==> config.mk <==
export PLATFORM = sky130hd
export DESIGN_NAME = motor_safe_arming_interlock
export DESIGN_NICKNAME = d
export VERILOG_FILES = /design/src/rtl/msai_pkg.sv /design/src/rtl/motor_safe_arming_interlock.sv /design/src/rtl/msai_apb_regs.sv /design/src/rtl/msai_div255.sv
export VERILOG_INCLUDE_DIRS = /design/src /design/src/rtl
export SDC_FILE = /design/constraint.sdc
export NUM_CORES = 1
export LEC_CHECK = 0
export BUFFER_PORTS_ARGS = -buffer_cell sky130_fd_sc_hd__buf_2
export CORE_UTILIZATION = 35
export CTS_BUF_LIST = sky130_fd_sc_hd__clkbuf_4 sky130_fd_sc_hd__clkbuf_8 sky130_fd_sc_hd__clkbuf_16
export DETAILED_ROUTE_END_ITERATION = 10
export PLACE_DENSITY = 0.64
export REMOVE_ABC_BUFFERS = 1
export SLEW_MARGIN = 20
export SYNTH_ARGS = -nofsm -noshare
export SYNTH_HDL_FRONTEND = slang
export SYNTH_SLANG_ARGS = --single-unit
==> constraint.sdc <==
create_clock -name clk -period 6.4 [get_ports clk]
set_input_delay 0.96 -clock clk [delete_from_list [all_inputs] [get_ports clk]]
set_output_delay 0.96 -clock clk [all_outputs]
set_load 0.02 [all_outputs]
==> src/rtl/motor_safe_arming_interlock_assert.svh <==
// ----------------------------------------------------------------------------
// motor_safe_arming_interlock_assert.svh
// assertion macros shared by the arming interlock rtl
// ----------------------------------------------------------------------------
`ifndef MOTOR_SAFE_ARMING_INTERLOCK_ASSERT_SVH
`define MOTOR_SAFE_ARMING_INTERLOCK_ASSERT_SVH

// same-cycle implication, checked outside reset
`define MSAI_ASSERT_IMP(lbl, ante, cons, msg) \
    lbl: assert property (@(posedge clk) disable iff (!rst_n) (ante) |-> (cons)) \
        else $error(msg);

// next-cycle implication, checked outside reset
`define MSAI_ASSERT_NXT(lbl, ante, cons, msg) \
    lbl: assert property (@(posedge clk) disable iff (!rst_n) (ante) |=> (cons)) \
        else $error(msg);

`endif

==> src/rtl/msai_pkg.sv <==
// ----------------------------------------------------------------------------
// msai_pkg
// shared types and constants of the motor arming interlock
// ----------------------------------------------------------------------------
`default_nettype none

package msai_pkg;

    localparam int ADDR_BITS = 4;
    localparam int DATA_BITS = 32;

    // register indexes, taken from paddr[3:2]
    localparam logic [1:0] REG_WATCHDOG = 2'd0;
    localparam logic [1:0] REG_MAX_TEMP = 2'd1;
    localparam logic [1:0] REG_ARM_WAIT = 2'd2;
    localparam logic [1:0] REG_PWM_PER  = 2'd3;

    // reset values of the configuration registers
    localparam logic [15:0] WATCHDOG_RESET = 16'd500;
    localparam logic [7:0]  MAX_TEMP_RESET = 8'd120;
    localparam logic [15:0] ARM_WAIT_RESET = 16'd2000;
    localparam logic [15:0] PWM_PER_RESET  = 16'd20000;

    // full-scale throttle byte and the product width throttle * period
    localparam int THROTTLE_FULL = 255;
    localparam int PRODUCT_BITS  = 24;

    typedef struct packed {
        logic [15:0] watchdog_timeout_ms;
        logic [7:0]  temp_limit;
        logic [15:0] arm_wait_ms;
        logic [15:0] pwm_period_ticks;
    } cfg_t;

endpackage

`default_nettype wire

==> src/rtl/motor_safe_arming_interlock.sv <==
// ----------------------------------------------------------------------------
// motor_safe_arming_interlock
// fault detection and safe-start arming of a pwm motor drive
// ----------------------------------------------------------------------------
// One transaction per control tick: a millisecond timestamp plus the throttle
// and temperature frames. A zero-length throttle frame, a temperature above
// the temperature limit in a non-empty frame, or a gap longer than
// watchdog_timeout_ms since the last valid throttle frame raises a fault and
// disarms the motor. While disarmed the compare is 0; arming needs zero
// throttle held fault-free for arm_wait_ms, and the arming tick itself still
// drives 0. While armed the compare is throttle * pwm_period_ticks / 255.
// Timestamps wrap modulo 2^TIMESTAMP_BITS. The block takes a transaction
// every cycle unless in_stall holds it off, and returns one result per
// transaction through three register stages: input register, state update
// and product, then the divide by 255 into the output register.
// Configuration must be written over apb only while no transaction is in
// flight; the block itself does not enforce this.
// ----------------------------------------------------------------------------
`default_nettype none

module motor_safe_arming_interlock #(
    parameter int TIMESTAMP_BITS = 32
) (
    input  wire logic                            clk,
    input  wire logic                            rst_n,
    // input channel
    input  wire logic                            in_valid,
    output logic                                 in_stall,
    input  wire logic [31:0]                     now_ms,
    input  wire logic [3:0]                      throttle_length,
    input  wire logic [7:0]                      throttle_value,
    input  wire logic [3:0]                      temp_length,
    input  wire logic [7:0]                      temp_value,
    // result channel
    output logic                                 out_valid,
    input  wire logic                            out_stall,
    output logic      [15:0]                     compare_value,
    output logic                                 armed,
    output logic                                 length_fault,
    output logic                                 over_temp,
    output logic                                 link_timeout,
    output logic                                 fault_active,
    // configuration port
    input  wire logic                            psel,
    input  wire logic                            penable,
    input  wire logic                            pwrite,
    input  wire logic [msai_pkg::ADDR_BITS-1:0]  paddr,
    input  wire logic [msai_pkg::DATA_BITS-1:0]  pwdata,
    output logic      [msai_pkg::DATA_BITS-1:0]  prdata,
    output logic                                 pready
);
    import msai_pkg::*;

    localparam int TS = TIMESTAMP_BITS;

    typedef struct packed {
        logic length_fault;
        logic over_temp;
        logic link_timeout;
    } flags_t;

    cfg_t cfg;

    msai_apb_regs u_regs (
        .clk     (clk),
        .rst_n   (rst_n),
        .psel    (psel),
        .penable (penable),
        .pwrite  (pwrite),
        .paddr   (paddr),
        .pwdata  (pwdata),
        .prdata  (prdata),
        .pready  (pready),
        .cfg     (cfg)
    );

    // ------------------------------------------------------------------
    // pipeline flow control: each stage moves when the one after it can
    // take its contents
    // ------------------------------------------------------------------
    logic i_valid_reg;
    logic m_valid_reg;
    logic out_valid_reg;
    logic adv_out;
    logic adv_mid;
    logic accept_in;
    logic step;

    assign adv_out   = !out_valid_reg || !out_stall;
    assign adv_mid   = !m_valid_reg || adv_out;
    assign in_stall  = i_valid_reg && !adv_mid;
    assign accept_in = in_valid && !in_stall;
    assign step      = i_valid_reg && adv_mid;

    always_ff @(posedge clk or negedge rst_n)
    begin
        if (!rst_n)
        begin
            i_valid_reg   <= 1'b0;
            m_valid_reg   <= 1'b0;
            out_valid_reg <= 1'b0;
        end
        else
        begin
            if (!in_stall)
                i_valid_reg <= in_valid;
            if (adv_mid)
                m_valid_reg <= i_valid_reg;
            if (adv_out)
                out_valid_reg <= m_valid_reg;
        end
    end

    // ------------------------------------------------------------------
    // input register
    // ------------------------------------------------------------------
    logic [31:0] i_now_reg;
    logic [3:0]  i_tlen_reg;
    logic [7:0]  i_tval_reg;
    logic [3:0]  i_plen_reg;
    logic [7:0]  i_pval_reg;

    always_ff @(posedge clk)
    begin
        if (accept_in)
        begin
            i_now_reg  <= now_ms;
            i_tlen_reg <= throttle_length;
            i_tval_reg <= throttle_value;
            i_plen_reg <= temp_length;
            i_pval_reg <= temp_value;
        end
    end

    // ------------------------------------------------------------------
    // interlock state and fault evaluation
    // ------------------------------------------------------------------
    logic          operating_reg,  operating_next;
    logic          waiting_reg,    waiting_next;
    logic [TS-1:0] zero_start_reg, zero_start_next;
    logic [TS-1:0] last_valid_reg, last_valid_next;

    logic [TS+31:0]          now_wide;
    logic [TS-1:0]           now_ts;
    logic [TS-1:0]           since_valid;
    logic [TS-1:0]           since_zero;
    logic [7:0]              throttle;
    logic                    run_kept;
    logic                    any_fault;
    flags_t                  flags;
    logic [PRODUCT_BITS-1:0] product;

    // timestamp truncated or zero-extended to the wrap width
    assign now_wide = {{TS{1'b0}}, i_now_reg};
    assign now_ts   = now_wide[TS-1:0];

    always_comb
    begin
        flags.length_fault = (i_tlen_reg == 4'd0);
        flags.over_temp    = (i_plen_reg != 4'd0) && (i_pval_reg > cfg.temp_limit);
        throttle           = flags.length_fault ? 8'd0 : i_tval_reg;

        // a valid frame refreshes the watchdog, so only a faulty one can time out
        since_valid        = now_ts - last_valid_reg;
        flags.link_timeout = flags.length_fault
                          && (since_valid > TS'(cfg.watchdog_timeout_ms));
        last_valid_next    = flags.length_fault ? last_valid_reg : now_ts;

        any_fault = flags.length_fault || flags.over_temp || flags.link_timeout;
        run_kept  = operating_reg && !any_fault;

        operating_next  = run_kept;
        waiting_next    = waiting_reg;
        zero_start_next = zero_start_reg;
        since_zero      = now_ts - zero_start_reg;

        if (!run_kept)
        begin
            if (!any_fault && (throttle == 8'd0))
            begin
                if (!waiting_reg)
                begin
                    zero_start_next = now_ts;
                    waiting_next    = 1'b1;
                end
                else if (since_zero >= TS'(cfg.arm_wait_ms))
                begin
                    operating_next = 1'b1;
                    waiting_next   = 1'b0;
                end
            end
            else
            begin
                waiting_next = 1'b0;
            end
        end

        // the arming tick itself still drives zero
        if (run_kept)
            product = {16'd0, throttle} * {8'd0, cfg.pwm_period_ticks};
        else
            product = '0;
    end

    always_ff @(posedge clk or negedge rst_n)
    begin
        if (!rst_n)
        begin
            operating_reg  <= 1'b0;
            waiting_reg    <= 1'b0;
            zero_start_reg <= '0;
            last_valid_reg <= '0;
        end
        else if (step)
        begin
            operating_reg  <= operating_next;
            waiting_reg    <= waiting_next;
            zero_start_reg <= zero_start_next;
            last_valid_reg <= last_valid_next;
        end
    end

    // ------------------------------------------------------------------
    // middle register: product and status of the transaction
    // ------------------------------------------------------------------
    logic [PRODUCT_BITS-1:0] m_product_reg;
    logic                    m_armed_reg;
    flags_t                  m_flags_reg;

    always_ff @(posedge clk)
    begin
        if (step)
        begin
            m_product_reg <= product;
            m_armed_reg   <= operating_next;
            m_flags_reg   <= flags;
        end
    end

    // ------------------------------------------------------------------
    // scaling to the pwm period and output register
    // ------------------------------------------------------------------
    logic [15:0] scaled_compare;
    logic [15:0] o_compare_reg;
    logic        o_armed_reg;
    flags_t      o_flags_reg;

    msai_div255 u_div (
        .dividend (m_product_reg),
        .quotient (scaled_compare)
    );

    always_ff @(posedge clk)
    begin
        if (adv_out && m_valid_reg)
        begin
            o_compare_reg <= scaled_compare;
            o_armed_reg   <= m_armed_reg;
            o_flags_reg   <= m_flags_reg;
        end
    end

    assign out_valid     = out_valid_reg;
    assign compare_value = o_compare_reg;
    assign armed         = o_armed_reg;
    assign length_fault  = o_flags_reg.length_fault;
    assign over_temp     = o_flags_reg.over_temp;
    assign link_timeout  = o_flags_reg.link_timeout;
    assign fault_active  = o_flags_reg.length_fault || o_flags_reg.over_temp
                        || o_flags_reg.link_timeout;

    // ------------------------------------------------------------------
    // assertions
    // ------------------------------------------------------------------
    `include "motor_safe_arming_interlock_assert.svh"

    // a motor left armed after a tick cannot have seen a fault on it
    `MSAI_ASSERT_IMP(a_armed_fault_free, out_valid && armed, !fault_active, "armed with fault")
    // drive only reaches the motor while armed
    `MSAI_ASSERT_IMP(a_compare_needs_arm, out_valid && (compare_value != 16'd0), armed, "drive while disarmed")
    // the zero-throttle wait only runs while disarmed
    `MSAI_ASSERT_IMP(a_wait_disarmed, waiting_reg, !operating_reg, "waiting while operating")
    // an accepted transaction lands in the input register
    `MSAI_ASSERT_NXT(a_accept_loads, accept_in, i_valid_reg, "accepted transaction lost")

endmodule

`default_nettype wire

==> src/rtl/msai_apb_regs.sv <==
// ----------------------------------------------------------------------------
// msai_apb_regs
// apb configuration registers of the arming interlock
// ----------------------------------------------------------------------------
`default_nettype none

module msai_apb_regs (
    input  wire logic                            clk,
    input  wire logic                            rst_n,
    input  wire logic                            psel,
    input  wire logic                            penable,
    input  wire logic                            pwrite,
    input  wire logic [msai_pkg::ADDR_BITS-1:0]  paddr,
    input  wire logic [msai_pkg::DATA_BITS-1:0]  pwdata,
    output logic      [msai_pkg::DATA_BITS-1:0]  prdata,
    output logic                                 pready,
    output msai_pkg::cfg_t                       cfg
);
    import msai_pkg::*;

    cfg_t       cfg_reg;
    logic       wr_en;
    logic [1:0] reg_idx;

    assign pready  = 1'b1;
    assign reg_idx = paddr[3:2];
    assign wr_en   = psel && penable && pwrite && pready;

    always_ff @(posedge clk or negedge rst_n)
    begin
        if (!rst_n)
        begin
            cfg_reg.watchdog_timeout_ms <= WATCHDOG_RESET;
            cfg_reg.temp_limit          <= MAX_TEMP_RESET;
            cfg_reg.arm_wait_ms         <= ARM_WAIT_RESET;
            cfg_reg.pwm_period_ticks    <= PWM_PER_RESET;
        end
        else if (wr_en)
        begin
            case (reg_idx)
                REG_WATCHDOG: cfg_reg.watchdog_timeout_ms <= pwdata[15:0];
                REG_MAX_TEMP: cfg_reg.temp_limit          <= pwdata[7:0];
                REG_ARM_WAIT: cfg_reg.arm_wait_ms         <= pwdata[15:0];
                REG_PWM_PER:  cfg_reg.pwm_period_ticks    <= pwdata[15:0];
                default:      ;
            endcase
        end
    end

    always_comb
    begin
        case (reg_idx)
            REG_WATCHDOG: prdata = {16'd0, cfg_reg.watchdog_timeout_ms};
            REG_MAX_TEMP: prdata = {24'd0, cfg_reg.temp_limit};
            REG_ARM_WAIT: prdata = {16'd0, cfg_reg.arm_wait_ms};
            REG_PWM_PER:  prdata = {16'd0, cfg_reg.pwm_period_ticks};
            default:      prdata = '0;
        endcase
    end

    assign cfg = cfg_reg;

endmodule

`default_nettype wire

==> src/rtl/msai_div255.sv <==
// ----------------------------------------------------------------------------
// msai_div255
// unsigned divide of the throttle-period product by full-scale throttle
// ----------------------------------------------------------------------------
`default_nettype none

module msai_div255 (
    input  wire logic [msai_pkg::PRODUCT_BITS-1:0] dividend,
    output logic      [15:0]                       quotient
);
    import msai_pkg::*;

    // reciprocal 2^24/255 rounded down is 0x10101, so the estimate is low by
    // at most one and a single compare fixes it
    logic [PRODUCT_BITS+16:0] scaled;
    logic [16:0]              q_est;
    logic [PRODUCT_BITS+1:0]  rem;
    logic [16:0]              q_fix;

    always_comb
    begin
        scaled = {17'd0, dividend}
               + ({17'd0, dividend} << 8)
               + ({17'd0, dividend} << 16);
        q_est  = scaled[PRODUCT_BITS+16:PRODUCT_BITS];
        rem    = {2'b00, dividend} + {9'd0, q_est} - ({9'd0, q_est} << 8);
        if (rem >= (PRODUCT_BITS+2)'(THROTTLE_FULL))
            q_fix = q_est + 17'd1;
        else
            q_fix = q_est;
        quotient = q_fix[15:0];
    end

endmodule

`default_nettype wire

==> results.yml <==
finish:
  finalInstanceArea_mm2: 0.0243
  layout_common_cells: "inv_1, nand2_1, ha_1"
  largest_reg_flops: 56
  finalNetCount: 2826
  final_cells: 3189
  multiInputGateArea_mm2: 0.0136
  syn2layout_area_growth_pct: 18.3
  drive_above_1_share_pct: 22.1
  fin_util_pct: 42.0
  fill_cells: 5646
  final_common_cell: "inv_1"
  seq_area_mm2: 0.00628
clock_network:
  cts.sinks: 229
  clk_latency_ns: 0.57
  cts_made_buffers: 26
  ctsHoldBuffers: 0
  path_clk_slew_ns: 0.06
  clockRootBuffer: "clkbuf_16"
  cts_buffer_depth: 3
  cts_tree: "yes"
  cts_max_level: 1
drt:
  drt_first_iter_violations: 858
  avgViaCountPerCell: 5.25
  drcViolationCount: 0
  routedWlPerCell_um: 17.0
  drt_first_pass_iters: 6
  ant_nets: 0
  wirelength_mm: 54.1
  num_vias: 16700
status:
  violations: "negative setup slack"
  status: "finished with violations"
place:
  routabilityCongestion: 0.939
  io_buffer_count: 119
  dp_hpwl_mm: 42.5
  place_ws_ns: -0.424
  placed_cell_area_mm2: 0.0228
  placed_cells: 3118
yosys:
  ys.flop_type: "edfxtp_1"
  synth_area_per_cell_um2: 9.41
  synthSimpleGateAreaFrac_pct: 15.6
  synth.distinct_cells: 82
  synthXorXnorAreaFrac_pct: 4.17
  yosysSeqAreaShare_pct: 30.5
  synth-seq-cells: 229
  syn_area_mm2: 0.0206
  yosys.area_share.adder_pct: 23.3
  synth_top_family_by_area: "adder cells"
  synth-compound-area-share_pct: 13.8
  synthMuxAreaShare_pct: 5.91
  synth-edff-count: 104
  synth_warnings: 0
  async_reset_ff_share_pct: 54.6
  syn_inst: 2184
critical_path:
  worstPathRequired_ns: 6.70
  crit_fanout: 5
  cp-end-kind: "register"
  criticalPathCategory: "reg2reg"
  crit_path_max_incr_delay_ns: 0.57
  crit_slowest_cell: "fa_1"
  start_kind: "register"
  ff2ff_path_depth: 28
  crit_arrival_ns: 6.71
  cpMostUsedCell: "ha_4"
power_and_ir_drop:
  p_leak_uw: 0.0112
  power_density_mw_per_mm2: 379
  totalPowerFinal_uw: 9220
  ir_drop_mv: 0.294
timing:
  slew_violations: 0
  tightest_slew_ns: 0.958
  finalCritPeriodShare_pct: 100
  fmax_mhz: 156
  fin_ws_ns: -0.0105
  clock_skew_ns: 0.0269
  hold_viol: 0
  relSlewSlack_pct: 36.1
  grt_setup_unrepaired: "true"
  setup_viol: 1
  layout_min_cycle_time_ns: 6.41
grt:
  grt_max_degree: 72
  grt_pass1_wl_mm: 86.7
  grt_usage_pct: 17.8
  grt_overflow: 0
  grt_pass1_vias: 16800
  antenna_found_initial: 1
worst_hold_path:
  hp-class: "reg2reg"
  hold_path_depth: 0
floorplan:
  start_util_pct: 35.5
  num_io_pins: 155
  dieArea_mm2: 0.0597
  coreArea_mm2: 0.0579
  die_h_um: 244
  rows: 88
  die_w_um: 244
flow_run:
  cap_violations: 0
-- layout make-up --
class | count | area share, %
Multi-Input combinational cell | 1628 | 55.8
Sequential cell | 229 | 25.8
Timing Repair Buffer | 277 | 7.42
Tap cell | 765 | 3.94
Inverter | 241 | 3.72
Clock buffer | 36 | 2.98
Clock inverter | 12 | 0.319
Antenna cell | 1 | 0.0103
-- critical path, delay by kind of cell, from the launching register on --
family | cells | cell delay (ns)
compound gates | 10 | 1.93
xor+xnor | 1 | 0.13
fa+ha+maj | 5 | 1.86
buf+inv | 3 | 0.50
flops | 1 | 0.46
mux | 1 | 0.09
simple gates | 8 | 1.20
-- metal layers --
layer | part of all wire (%) | wire, um | GRT usage (%)
met1 | 42 | 22900 | 21.5
met2 | 50 | 27200 | 32.3
met3 | 3.8 | 2050 | 2.09
met4 | 3.5 | 1900 | 6.40
met5 | 0 | 0 | 0
-- cells by family (layout without fill, tap and decap cells) --
kind of cell / count (synthesis) / in the layout
compound gates: 439 / 439
xor+xnor: 98 / 98
fa+ha+maj: 324 / 324
buf+inv: 342 / 566
flops: 229 / 229
mux: 101 / 101
other cells: 2 / 18
simple gates: 649 / 649
-- cells in the mapped netlist (all sizes together) (5+ instances only) --
| cell type | number | area (um2) |
|---|---|---|
| a2111oi | 9 | 87.6 |
| a211oi | 18 | 135 |
| a21boi | 6 | 45.1 |
| a21o | 33 | 248 |
| a21oi | 111 | 556 |
| a22o | 11 | 96.3 |
| a31oi | 11 | 68.8 |
| and2 | 24 | 151 |
| and3 | 74 | 463 |
| buf | 34 | 198 |
| clkbuf | 67 | 251 |
| dfrtp | 104 | 2600 |
| dfstp | 21 | 552 |
| edfxtp | 104 | 3120 |
| fa | 98 | 1960 |
| ha | 226 | 2830 |
| inv | 241 | 905 |
| mux2 | 84 | 946 |
| mux2i | 9 | 90.1 |
| mux4 | 8 | 180 |
| nand2 | 212 | 796 |
| nand2b | 27 | 169 |
| nand3 | 52 | 260 |
| nand3b | 5 | 37.5 |
| nand4 | 37 | 231 |
| nor2 | 103 | 387 |
| nor2b | 20 | 125 |
| nor3 | 38 | 190 |
| nor3b | 9 | 67.6 |
| nor4 | 10 | 62.6 |
| o211ai | 17 | 128 |
| o21a | 16 | 120 |
| o21ai | 122 | 611 |
| o21bai | 14 | 105 |
| o221ai | 6 | 52.6 |
| o22ai | 8 | 50.1 |
| or2 | 11 | 68.8 |
| or3 | 12 | 75.1 |
| or4 | 5 | 37.5 |
| xnor2 | 64 | 561 |
| xor2 | 34 | 298 |
-- per-stage QoR --
stage	TNS (ns)	hold WS, ns
2_1_floorplan	-0.206	0.400
3_3_place_gp	-5.73	0.414
3_5_place_dp	-5.04	0.418
4_1_cts	0	0.431
5_1_grt	-2.72	0.448
6_report	-0.0105	0.428
-- power breakdown --
| part | total, uW | switching [uW] | internal, uW |
|---|---|---|---|
| Combinational | 5800 | 3210 | 2590 |
| Sequential | 2000 | 195 | 1800 |
| Clock | 1420 | 625 | 796 |
-- worst paths after layout --
check                                  from  slack, ns                  to
min reg2reg                  m_flags_reg[2]       0.43        length_fault
max in group asynchronous             rst_n       4.58      u_regs.cfg[31]
min in group asynchronous             rst_n       0.55  last_valid_reg[18]
max reg2reg                m_product_reg[3]      -0.01    compare_value[3]
max                        m_product_reg[3]      -0.01    compare_value[3]
min                          m_flags_reg[2]       0.43        length_fault
-- timing repair --
item / 4_1_cts / 5_1_grt
resized for setup: 25 / 77
cloned: 2 / 0
buffers inserted: 6 / 15
endpoints found under the setup margin: 16 / 19
pin swaps: 12 / 53
Note: power is estimated with default switching activity, not from simulation.
